File: config.mk
export PLATFORM = sky130hd
export DESIGN_NAME = fft_ram
export DESIGN_NICKNAME = d
export VERILOG_FILES = /design/src/radix2_complex_fft_unit_assert.svh /design/src/fft_ram.sv
export SDC_FILE = /design/constraint.sdc
export NUM_CORES = 2
export LEC_CHECK = 0
export BUFFER_PORTS_ARGS = -buffer_cell sky130_fd_sc_hd__buf_2
export CAP_MARGIN = 25
export CORE_AREA = 2 2 503 505
export CTS_CLUSTER_SIZE = 14
export DETAILED_ROUTE_END_ITERATION = 12
export DIE_AREA = 0 0 505 507
export GPL_ROUTABILITY_DRIVEN = 0
export SLEW_MARGIN = 40
export SYNTH_ARGS = -nofsm -noshare
export SYNTH_HDL_FRONTEND = slang
export SYNTH_SLANG_ARGS = --single-unit
export TNS_END_PERCENT = 30
File: constraint.sdc
create_clock -name i_clk -period 5.77 [get_ports i_clk]
set_input_delay 0.577 -clock i_clk [delete_from_list [all_inputs] [get_ports i_clk]]
set_output_delay 0.577 -clock i_clk [all_outputs]
set_load 0.1 [all_outputs]
File: src/radix2_complex_fft_unit_assert.svh
// Assertion macros for the FFT unit.
`ifndef RADIX2_COMPLEX_FFT_UNIT_ASSERT_SVH
`define RADIX2_COMPLEX_FFT_UNIT_ASSERT_SVH

// Check that an antecedent implies a consequent in the same cycle.
`define FFT_ASSERT_IMPL(label, clk, rst_n, ante, cons) \
    label: assert property (@(posedge clk) disable iff (!rst_n) (ante) |-> (cons)) \
        else $error("fft assertion failed");

// Check that an antecedent implies a consequent in the next cycle.
`define FFT_ASSERT_NEXT(label, clk, rst_n, ante, cons) \
    label: assert property (@(posedge clk) disable iff (!rst_n) (ante) |=> (cons)) \
        else $error("fft assertion failed");

`endif

File: src/fft_ram.sv
`timescale 1ns / 1ps
module fft_ram #(
    parameter int Width = 48,
    parameter int Depth = 64
) (
    input  logic                     i_clk,
    input  logic                     i_we,
    input  logic [$clog2(Depth)-1:0] i_waddr,
    input  logic [Width-1:0]         i_wdata,
    input  logic [$clog2(Depth)-1:0] i_raddr,
    output logic [Width-1:0]         o_rdata
);
    logic [Width-1:0] r_mem [Depth];
    logic [Width-1:0] r_rdata;

    always_ff @(posedge i_clk) begin
        if (i_we) r_mem[i_waddr] <= i_wdata;
        r_rdata <= r_mem[i_raddr];
    end

    assign o_rdata = r_rdata;
endmodule

# ---- Yosys cells after proc, flatten, opt, wreduce, memory -nomap -nowiden
# Memories as Yosys holds them, arrays and structs flattened. A register that Yosys moved wholly into a read port is not among the register bits.
# Cells that the tools add are included.
dict set report word_totals {
  out_inout_bits 48
  elab_cells 3
  input_bits 62
  ram_bits 3072
  mem_count 1
  register_bits 0
  latch_bits 0
  mem_bits_ro 0
}
dict set report classes {
  add_sub_neg 0
  n_eq_ne 0
  muxes 2
  div_mod_pow 0
  n_reduce_logical 0
  bitwise_logic 0
  shifts 0
  multipliers 0
  n_lt_le_gt_ge 0
}
# name words width rd rd_ports_with_merged_regs wr line
set memory_table {}
lappend memory_table {r_mem 64 48 1 1 1 fft_ram.sv:13} ;# logic [Width-1:0] r_mem [Depth];
# cell count
set ops {}
lappend ops {{two-way mux 1 bit} 2}

# ---- Logic depth before layout (Yosys ltp)
dict set report logic_depth {
  ltp_word 2
  ltp_mapped 9
  depth_no_buf 5
}

# ---- Worst setup path after synthesis
# Ideal clock, no wire load.
dict set report synth_timing {
  path_kind {in2reg}
  startpoint {input i_waddr[3]}
  endpoint {memory r_mem[48][0], enable pin}
  setup_slack_ns 0.908
  t_required_ns 5.257
  n_path_buf 1
  arrival_ns 4.349
  setup_ns 0.513
  cell_stages 4
  path_cell_list {clkbuf_1 -> nor2b_1 -> nand4b_1 -> nor3_1}
}
# item line
set synth_rtl {}
lappend synth_rtl {{start: declaration} fft_ram.sv:8} ;# input logic [$clog2(Depth)-1:0] i_waddr,
lappend synth_rtl {{end: declaration} fft_ram.sv:13}
# No word-level cell before the write port.

==> impl_metrics.py <==
metrics = {
    "die": {
        "pin_count": 110,
        "coreArea_sq_mm": 0.250,
        "die_h_um": 507,
        "rows": 184,
        "die_w_um": 505,
        "initial_core_util": 0.468,
        "dieArea_sq_mm": 0.256,
    },
    "hold_path": {
        "hold_path_class": "in -> reg",
    },
    "drt": {
        "ant_nets": 0,
        "viasPerCell": 6.34,
        "drt_iter0_markers": 7133,
        "drtPass1Iterations": 5,
        "drc_errors": 0,
        "drt_wl_total_um": 319000,
        "detailroute.via_count": 56600,
        "wl_per_cell_um": 35.8,
    },
    "timing": {
        "worstMarginPinSlew_ps": 959,
        "hold_viol": 0,
        "fmax_mhz": 357,
        "clock_skew_ps": 48.1,
        "max_slew_margin": 0.360,
        "tns_ps": 0,
        "drv_slew": 0,
        "post-route-min-period_ps": 2800,
        "setup_viol": 0,
        "fin_crit_sh": 0.486,
        "rsz0062_at_grt": "no",
    },
    "finish": {
        "nFillCells": 19100,
        "area_delta_synth_final_pct": 14.0,
        "final_cell_area_sq_mm": 0.134,
        "stdcell_count": 8923,
        "fin_util": 0.533,
        "fin_nets": 5391,
        "final_layout_size_suffix_gt1_frac": 0.289,
    },
    "worst_setup_path": {
        "reg2reg_slack_ps": 3620,
        "endpoint_kind": "register",
        "cp-start-kind": "primary input",
        "crit_required_ps": 6550,
        "crit_type": "in -> reg",
        "worstPathArrival_ps": 3580,
        "crit_path_max_fanout": 74,
    },
    "flow_run": {
        "maxCapViolations": 0,
    },
    "pwr": {
        "switching_share": 0.213,
        "ir_worst_vdd_uv": 325,
        "power_frac_seq": 0.527,
        "p_comb_frac": 0.054,
        "p_clk_frac": 0.419,
        "p_sw_w": 0.0102,
        "p_int_w": 0.0376,
        "leakage_nw": 41.4,
        "power_density_mw_per_mm2": 358,
    },
    "place": {
        "port_buffers": 109,
        "placedCellCount": 8348,
        "hpwlAfterDp_um": 176000,
        "placed_area_sq_mm": 0.123,
    },
    "logic_synthesis": {
        "synth_area_sq_mm": 0.117,
        "synth_nets": 5032,
        "synth_compound_area_frac": 0.0302,
        "ys_types": 36,
        "yosys.area_share.simple": 0.00957,
        "synthMuxAreaShare": 0.152,
        "seq_area_frac_synth": 0.796,
        "synthCells": 4970,
        "syn_avg_cell_area_sq_um": 23.6,
        "synth_xor_xnor_area_share": 0,
        "synth_fa_ha_area_frac": 0,
        "synth_top_family_by_area": "multiplexers",
        "synth_seq_cells": 3120,
        "synth_warnings": 0,
    },
    "cts": {
        "clock_latency_ps": 950,
        "post_cts_buffers": 0,
        "clockBufferDepth": 4,
        "path_clk_slew_ps": 60,
        "cts-resized-gates": 0,
        "cts_buffers": 323,
        "cts_sinks": 3120,
        "hold_buffers": 0,
        "clockRootBuffer": "clkbuf_16",
        "htree_levels": 5,
        "tritoncts": "done",
    },
    "global_route": {
        "grt_max_degree": 111,
        "grt_first_pass_wirelength_um": 443000,
        "antenna_found_initial": 32,
        "grt_pass1_vias": 56500,
        "grt_remaining_overflow": 0,
        "track_usage": 0.247,
    },
    "status": {
        "run_status": "completed",
    },
}
## power groups by stage
stage	registers, W	logic (W)	clock network, W
final	0.0252	0.00256	0.0201
after CTS	0.0252	0.00259	0.0203
after global placement	0.0257	0.00252	0
after detailed placement	0.0257	0.00258	0
after global routing	0.0252	0.00270	0.0212
after floorplan	0.0260	0.00120	0
## synth_stat cells, drive strengths merged
| library cell | n | area, sq um |
|---|---|---|
| mux4 | 754 | 17000 |
| nor2b | 24 | 150 |
| nand2 | 55 | 206 |
| a31o | 5 | 43.8 |
| a311o | 1 | 10.0 |
| nor3 | 3 | 15.0 |
| clkbuf | 99 | 373 |
| mux2i | 63 | 631 |
| a22o | 57 | 499 |
| nand4 | 2 | 12.5 |
| edfxtp | 3072 | 92200 |
| mux2 | 12 | 135 |
| a31oi | 1 | 6.26 |
| nand3b | 5 | 37.5 |
| nand4b | 1 | 8.76 |
| and2 | 3 | 18.8 |
| o22ai | 122 | 763 |
| a211oi | 32 | 240 |
| buf | 183 | 1120 |
| nand2b | 10 | 62.6 |
| or2 | 3 | 18.8 |
| a21oi | 74 | 370 |
| and3 | 1 | 6.26 |
| a221oi | 83 | 727 |
| or3b | 4 | 35.0 |
| a22oi | 72 | 541 |
| or3 | 3 | 18.8 |
| dfxtp | 48 | 961 |
| a311oi | 11 | 96.3 |
| nand3 | 7 | 35.0 |
| nor2 | 132 | 495 |
| o221ai | 28 | 245 |
## worst max-delay path, cell delays in order
cell	delay (ps)
buf_8	440
buf_12	490
nor2_4	170
buf_16	210
buf_16	160
buf_4	280
a22o_1	280
a221oi_2	550
a221oi_1	200
## area by class of cell
class	instances	area [sq um]	share of cell area
Clock inverter	124	1210	0.00903
Timing Repair Buffer	316	3090	0.0231
Clock buffer	436	8820	0.0661
Sequential cell	3120	93200	0.698
Antenna cell	11	27.5	0.000206
Multi-Input combinational cell	1568	23000	0.172
Tap cell	3348	4190	0.0314
## metal layers
metal	global-route usage	share of wire	up-vias	routed length (um)
met4	0.0713	0.029	22	9300
met5	0	0.00049	-	156
met1	0.347	0.40	31200	128000
li1	-	-	22200	-
met3	0.0492	0.083	511	26500
met2	0.397	0.49	2641	155000
## kinds of logic (layout without fill, tap and decap cells)
group / after synthesis / count (layout)
muxes: 829 / 829
AOI/OAI and AO/OA: 486 / 486
buffers and inverters: 282 / 876
and+or+nand+nor: 253 / 253
other: 0 / 11
DFF: 3120 / 3120
## per-stage QoR
step | hold WS (ps) | worst slack (ps) | power, W
final | 67.1 | 2970 | 0.0478
after CTS | 14.4 | 2950 | 0.0481
after floorplan | 676 | 908 | 0.0272
after global routing | 29.5 | 2880 | 0.0491
after detailed placement | 772 | 1950 | 0.0283
after global placement | 754 | 1440 | 0.0282
## path summary, 6_finish.rpt
kind,start,end,cells after the start
setup reg to reg,r_mem[11][40]$_DFFE_PP_,o_rdata[40]$_DFF_P_,4
hold reg to reg,r_mem[58][4]$_DFFE_PP_,o_rdata[4]$_DFF_P_,4
hold / removal,i_raddr[4],o_rdata[0]$_DFF_P_,3
setup / recovery,i_raddr[2],o_rdata[43]$_DFF_P_,9
## flip-flops by register name, indices dropped and copies added, names as in the netlist
name	cells
o_rdata	48
r_mem	3072
## layout by cell type (no fill, tap or decap), types with 32 or more instances in the layout
cell       count
buf_4        182
dfxtp_1       48
mux4_2       754
nor2_1        68
clkinv_1      45
mux2i_1       63
clkbuf_1      87
clkbuf_16    328
clkinv_2      43
a211oi_1      32
edfxtp_1    3072
nor2_4        64
nand2_1       52
a21oi_1       74
buf_12        40
a22o_1        57
a22oi_1       72
buf_2         64
o22ai_1      122
a221oi_1      78
Power figures use the tool's default switching activity.
