`config.mk`:
```
export PLATFORM = sky130hd
export DESIGN_NAME = fft_bfly
export DESIGN_NICKNAME = d
export VERILOG_FILES = /design/src/radix2_complex_fft_unit_assert.svh /design/src/fft_pkg.sv /design/src/fft_bfly.sv
export SDC_FILE = /design/constraint.sdc
export NUM_CORES = 2
export LEC_CHECK = 0
export BUFFER_PORTS_ARGS = -buffer_cell sky130_fd_sc_hd__buf_2
export CAP_MARGIN = 20
export CORE_MARGIN = 4
export CORE_UTILIZATION = 40
export CTS_CLUSTER_SIZE = 20
export DETAILED_ROUTE_END_ITERATION = 10
export PLACE_DENSITY = 0.65
export RECOVER_POWER = 25
export SETUP_SLACK_MARGIN = 0.4
export SLEW_MARGIN = 0
export SYNTH_ARGS = -nofsm -noshare
export SYNTH_HDL_FRONTEND = slang
export SYNTH_SLANG_ARGS = --single-unit
export TNS_END_PERCENT = 5
```
`constraint.sdc`:
```
create_clock -name i_clk -period 10.7 [get_ports i_clk]
set_input_delay 2.14 -clock i_clk [delete_from_list [all_inputs] [get_ports i_clk]]
set_output_delay 2.14 -clock i_clk [all_outputs]
set_load 0.005 [all_outputs]
```
`src/radix2_complex_fft_unit_assert.svh`:
```
// Assertion macros for the FFT unit.
`ifndef RADIX2_COMPLEX_FFT_UNIT_ASSERT_SVH
`define RADIX2_COMPLEX_FFT_UNIT_ASSERT_SVH

// Check that an antecedent implies a consequent in the same cycle.
`define FFT_ASSERT_IMPL(label, clk, rst_n, ante, cons) \
    label: assert property (@(posedge clk) disable iff (!rst_n) (ante) |-> (cons)) \
        else $error("fft assertion failed");

// Check that an antecedent implies a consequent in the next cycle.
`define FFT_ASSERT_NEXT(label, clk, rst_n, ante, cons) \
    label: assert property (@(posedge clk) disable iff (!rst_n) (ante) |=> (cons)) \
        else $error("fft assertion failed");

`endif

```
`src/fft_pkg.sv`:
```
`timescale 1ns / 1ps
package fft_pkg;

    localparam int DataBits = 24;

    typedef struct packed {
        logic signed [15:0] sample_real;
        logic signed [15:0] sample_imag;
    } t_in_word;

    typedef struct packed {
        logic signed [23:0] result_real;
        logic signed [23:0] result_imag;
        logic               last_result;
    } t_out_word;

    localparam logic [1:0] ModeBypass  = 2'd0;
    localparam logic [1:0] ModeForward = 2'd1;
    localparam logic [1:0] ModeInvScl  = 2'd2;
    localparam logic [1:0] ModeInvRaw  = 2'd3;

    // Quarter-wave cosine, round(32767*cos(2*pi*k/64)), k = 0..16.
    function automatic logic signed [16:0] quarter_cos(input logic [4:0] k);
        logic signed [16:0] v;
        case (k)
            5'd0:  v = 17'sd32767;
            5'd1:  v = 17'sd32609;
            5'd2:  v = 17'sd32137;
            5'd3:  v = 17'sd31356;
            5'd4:  v = 17'sd30273;
            5'd5:  v = 17'sd28898;
            5'd6:  v = 17'sd27245;
            5'd7:  v = 17'sd25329;
            5'd8:  v = 17'sd23170;
            5'd9:  v = 17'sd20787;
            5'd10: v = 17'sd18204;
            5'd11: v = 17'sd15446;
            5'd12: v = 17'sd12539;
            5'd13: v = 17'sd9512;
            5'd14: v = 17'sd6393;
            5'd15: v = 17'sd3212;
            default: v = 17'sd0;
        endcase
        return v;
    endfunction

    function automatic logic signed [16:0] cos_rom(input logic [4:0] k);
        logic signed [16:0] v;
        if (k <= 5'd16) v = quarter_cos(k);
        else v = -quarter_cos(5'(6'd32 - {1'b0, k}));
        return v;
    endfunction

    function automatic logic signed [16:0] sin_rom(input logic [4:0] k);
        logic signed [16:0] v;
        if (k <= 5'd16) v = quarter_cos(5'(5'd16 - k));
        else v = quarter_cos(5'(k - 5'd16));
        return v;
    endfunction

    function automatic logic signed [23:0] sat24(input logic signed [26:0] v);
        logic signed [23:0] r;
        if (v > 27'sd8388607) r = 24'sh7FFFFF;
        else if (v < -27'sd8388608) r = 24'sh800000;
        else r = v[23:0];
        return r;
    endfunction

endpackage

```
`src/fft_bfly.sv`:
```
`timescale 1ns / 1ps
// Pipelined butterfly: the products are registered, then sums, rounding and saturation are combinational.
module fft_bfly (
    input  logic               i_clk,
    input  logic signed [23:0] i_ar,
    input  logic signed [23:0] i_ai,
    input  logic signed [23:0] i_br,
    input  logic signed [23:0] i_bi,
    input  logic signed [16:0] i_wr,
    input  logic signed [16:0] i_wi,
    output logic [47:0]        o_top,
    output logic [47:0]        o_bot
);
    logic signed [40:0] r_p0, r_p1, r_p2, r_p3;
    logic signed [23:0] r_ar, r_ai;
    logic signed [42:0] s_tr, s_ti;
    logic signed [26:0] s_trn, s_tin;

    always_ff @(posedge i_clk) begin
        r_p0 <= i_wr * i_br;
        r_p1 <= i_wi * i_bi;
        r_p2 <= i_wr * i_bi;
        r_p3 <= i_wi * i_br;
        r_ar <= i_ar;
        r_ai <= i_ai;
    end

    always_comb begin
        s_tr  = 43'(r_p0) - 43'(r_p1) + 43'sd16384;
        s_ti  = 43'(r_p2) + 43'(r_p3) + 43'sd16384;
        s_trn = 27'(s_tr >>> 15);
        s_tin = 27'(s_ti >>> 15);
        o_top = {fft_pkg::sat24(27'(r_ai) + s_tin), fft_pkg::sat24(27'(r_ar) + s_trn)};
        o_bot = {fft_pkg::sat24(27'(r_ai) - s_tin), fft_pkg::sat24(27'(r_ar) - s_trn)};
    end
endmodule

```
# Yosys cells after proc, flatten, opt, wreduce, memory -nomap -nowiden

Cells that the tools add are included.

Register bits: 212
Bits of input ports: 131
Output and inout bits: 96
Word-level logic and storage cells: 34

$add $sub $neg: 8
Multiply operators: 4
Magnitude comparators: 8
Multiplexer cells: 8

Operators with widths:

| operator                                                                           | number |
|---|---|
| 24-bit two-way mux                                                                 | 8 |
| 17-bit by 24-bit multiplier with 41-bit output                                     | 4 |
| 27-bit by 24-bit greater-than comparator with 1-bit output (second input constant) | 4 |
| 27-bit by 24-bit less-than comparator with 1-bit output (second input constant)    | 4 |
| 42-bit by 16-bit adder with 42-bit output (second input constant)                  | 2 |
| 24-bit by 27-bit adder with 27-bit output                                          | 2 |
| 24-bit by 27-bit subtractor with 27-bit output                                     | 2 |
| 41-bit by 41-bit adder with 42-bit output                                          | 1 |
| 41-bit by 41-bit subtractor with 42-bit output                                     | 1 |

# Depth between registers and ports, before layout

Depth after elaboration: 6
Depth in mapped cells: 27
Depth with buffers taken out: 25

# Worst setup path after synthesis

Ideal clock, no wire load.

Path kind: input to register
From: input i_wi[2]
To: register r_p3[40]
Library setup time: 0.125 ns
Data arrival time: 8.257 ns
Required time: 10.575 ns
Path slack: 2.318 ns
Stages on the path: 24
Buffers on the path: 2
Cell sequence: clkbuf_1 > clkbuf_1 > nand2_1 > fa_1 > inv_1 > fa_1 > inv_1 > fa_1 > inv_1 > fa_1 > inv_1 > fa_1 > inv_1 > fa_1 > ha_1 > a211o_1 > a211o_1 > or3_1 > o2111ai_1 > a21oi_1 > a221o_1 > a311oi_1 > a211oi_1 > xnor2_1

Word-level cells in the longest chain between the ends: 1

RTL lines:

| item                                           | line           | source |
|---|---|---|
| start: declaration                             | fft_bfly.sv:10 | `input logic signed [16:0] i_wi,` |
| 17-bit by 24-bit multiplier with 41-bit output | fft_bfly.sv:23 | `r_p3 <= i_wi * i_br;` |
| end signal: assignment                         | fft_bfly.sv:23 |  |
| end: declaration                               | fft_bfly.sv:14 | `logic signed [40:0] r_p0, r_p1, r_p2, r_p3;` |

Every way passes these cells.

# Final worst setup path

From: register r_p1[12]
To: output o_top[20]

Word-level cells in the longest chain between the ends: 6
Elaborated cells between the ends (all ways): 7
Classes of those cells: 3 x add/sub; 2 x order compare; 2 x mux

RTL lines:

| item                                                    | line           | source |
|---|---|---|
| start: declaration                                      | fft_bfly.sv:14 |  |
| start signal: assignment                                | fft_bfly.sv:21 | `r_p1 <= i_wi * i_bi;` |
| 41-bit by 41-bit subtractor with 42-bit output *        | fft_bfly.sv:29 | `s_tr = 43'(r_p0) - 43'(r_p1) + 43'sd16384;` |
| 42-bit by 16-bit adder with 42-bit output *             | fft_bfly.sv:29 |  |
| 24-bit by 27-bit adder with 27-bit output *             | fft_bfly.sv:33 | `o_top = {fft_pkg::sat24(27'(r_ai) + s_tin), fft_pkg::sat24(27'(r_ar) + s_trn)};` |
| 27-bit by 24-bit less-than comparator with 1-bit output | fft_pkg.sv:64  | `else if (v < -27'sd8388608) r = 24'sh800000;` |
| 24-bit two-way mux                                      | fft_pkg.sv:64  |  |
| 24-bit two-way mux *                                    | fft_pkg.sv:63  | `if (v > 27'sd8388607) r = 24'sh7FFFFF;` |
| end: declaration                                        | fft_bfly.sv:11 | `output logic [47:0] o_top,` |

Every way passes the cells marked *; elsewhere a longest branch is shown, timed or not.

==> metrics.txt <==
Final nets 10600; Synth top area share 44.2%; vias in the first global route 59300; Clock Path Buffers 3; Area contributors post-synth fa_1 (44%), ha_1 (11%), inv_1 (9.9%); Post-synth EDFFs 0; combinational family with the most area after synthesis adder cells; max-slew violation count 120; I/O Buffers 226; Post CTS Setup Buffer Count 0; Hold Crit Class in2reg; DR vias/cell 5.16; DR WL/cell 19.0 um; routed vias 54800; cell taking the most area after synthesis fa_1; CTS Buf Count 30; yosys synthesis warning count 0; Core Region 181000 um2; simple-gate portion of the synthesized area 14.9%; Iter 0 DRT Violations 3326; Seq/Total Area, Yosys 5.82%; crit path capture o_top[20]; CP max-delay cell a32oi_4; Initial Util 40.3%; CP Capture Type primary output; failing checks max-capacitance violations, max-slew violations; share of cells above drive strength 1 4.83%; Post-Synth Adder-Cell Area 55.7%; post-synthesis xor/xnor area fraction 3.71%; final RePlAce weighted congestion 0.882; IO Pins 227; Worst-Margin Slew 2.50 ns; CP Class reg2out; multiplexer area fraction after synthesis 0.143%; CP Max Fanout 23; setup TNS 0 ns; asr flop ratio synth 0%; Total Wirelength 202000 um; Clock Pin Slew Worst Setup and Hold Paths 0.06 ns; initial antenna violation count 38; syn nets 10600; crit-path max cell delay 0.50 ns; Rows 156; commonest non-fill, non-tap cells in the layout inv_1 (1930), fa_1 (1608), nand2_1 (972), ha_1 (669), and2_1 (655); Cells after Synth 8216; GRT Total Usage 21.7%; fmax 0.104 GHz; Final setup viols 0; post-place setup slack 1.25 ns; H-tree depth 1; CTS tree yes; status finished with violations; full die area 189000 um2; Max Cap Viol 3; slew margin rel. -66.7%; unrepaired setup endpoints after global routing no; global route overflow 0; Mapped Avg Cell Area 8.87 um2; crit path DAT 7.46 ns; min Tclk post-route 9.60 ns; Die H 435 um; DRC errors left 0; Routed Antenna Nets 0; Synth Area in Compound Gates 7.82%; Yosys reg bits 212; first-pass GRT wire length 328000 um; clock sinks 212; PnR worst setup slack 1.10 ns; Synth Cell Area 72900 um2; Final Cycle Share 89.7%; Startpoint Class flop; ys flop type dfxtp_1; Die Wd 435 um; Synth cell types 91; CTS Hold Bufs 0; final hold vios 0; Area Growth Syn to Fin 6.19%; drt first pass iters 6; worst endpoint required time 8.56 ns; hpwl dp 161000 um; commonest non-fill, non-tap cell in the layout inv_1; clk root buf clkbuf_16; critical path launch point r_p1[12]$_DFF_P_; crit-path cells inv_1, ha_1, ha_1, nand4_1, a21oi_1, a21o_1, a21oi_1, o21bai_1, a21oi_1, o21ai_0, a2111oi_0, or3_1, ha_1, nand4_1, a211oi_1, nor3_1, a211oi_1, o211ai_1, a31oi_1, nand2_1, mux2_2, a32oi_4, o21ai_0, buf_2; pin count of the biggest net entering global routing 49
==> how the worst min path moves through the flow <==
| stage | startpoint | end | slack [ns] | cells after the start |
|---|---|---|---|---|
| 3_3_place_gp | i_ar[21] | r_ar[21]$_DFF_P_ | 2.24 | 1 |
| 6_report | i_ar[18] | r_ar[18]$_DFF_P_ | 1.59 | 1 |
| 2_1_floorplan | i_ai[0] | r_ai[0]$_DFF_P_ | 2.17 | 0 |
| 3_5_place_dp | i_ar[4] | r_ar[4]$_DFF_P_ | 2.24 | 1 |
| 5_1_grt | i_ar[23] | r_ar[23]$_DFF_P_ | 1.55 | 1 |
| 4_1_cts | i_ar[18] | r_ar[18]$_DFF_P_ | 1.54 | 1 |
==> metrics by stage <==
stage | util, % | instances | area [um2] | hold slack (ns)
floorplan | - | 8216 | 72900 | 2.17
global placement | 42.1 | 10500 | 76200 | 2.24
detailed placement | 42.2 | 10500 | 76300 | 2.24
CTS | 42.7 | 10600 | 77300 | 1.54
global route | 42.8 | 10600 | 77400 | 1.55
finish | 42.8 | 10600 | 77400 | 1.59
==> critical path: cells and delay by family, from the launching register on <==
| family | cells | cell delay [ns] |
|---|---|---|
| fa+ha+maj | 3 | 1.03 |
| buf+inv | 2 | 0.31 |
| flops | 1 | 0.29 |
| compound gates | 13 | 3.84 |
| mux | 1 | 0.32 |
| simple gates | 5 | 1.04 |
==> logic make-up after synthesis <==
logic type      after synthesis
fa+ha+maj                  2277
xor+xnor                    309
buf+inv                    2303
mux                          10
flops                       212
compound gates              884
simple gates               2221
==> per-layer routing <==
layer / GRT usage, % / wire, um
met4: 9.05 / 9990
met2: 37.3 / 97800
met1: 27.7 / 80800
met3: 2.62 / 13200
met5: 0 / 75
==> synth_stat cells (17+ instances only) <==
master / count
o21ai_0: 194
ha_1: 669
nand4_1: 21
o21bai_1: 55
nor2_1: 225
and3_1: 31
dfxtp_1: 212
nand2_1: 972
a21oi_1: 252
nand3_1: 55
and2_1: 671
or3_1: 18
o31ai_1: 20
inv_1: 1930
buf_2: 20
nand2b_1: 89
nor2b_1: 34
a21o_1: 101
o21ai_1: 17
nor3_1: 46
clkbuf_1: 342
a211oi_1: 27
xor2_1: 78
xnor2_1: 231
fa_1: 1608
o21a_1: 42
a31oi_1: 24
==> cell type report <==
class | count | area (um2)
Fill cell | 17600 | 104000
Antenna cell | 21 | 52.6
Sequential cell | 212 | 4240
Clock inverter | 16 | 193
Timing Repair Buffer | 318 | 1900
Tap cell | 2370 | 2970
Inverter | 1932 | 7250
Clock buffer | 39 | 805
Multi-Input combinational cell | 5701 | 60000
==> flip-flops by register name, indices dropped and copies added, names as in the netlist <==
name	flops
r_p3	41
r_ar	24
r_p0	41
r_ai	24
r_p1	41
r_p2	41
==> repair_timing <==
action | CTS | global route
endpoints found under the hold margin | 0 | 0
gates resized for setup | 0 | 3
setup endpoints to repair | 0 | 46
Power is not shown: default switching activity piles up to over one toggle a cycle in this logic, so the estimate is an artifact.
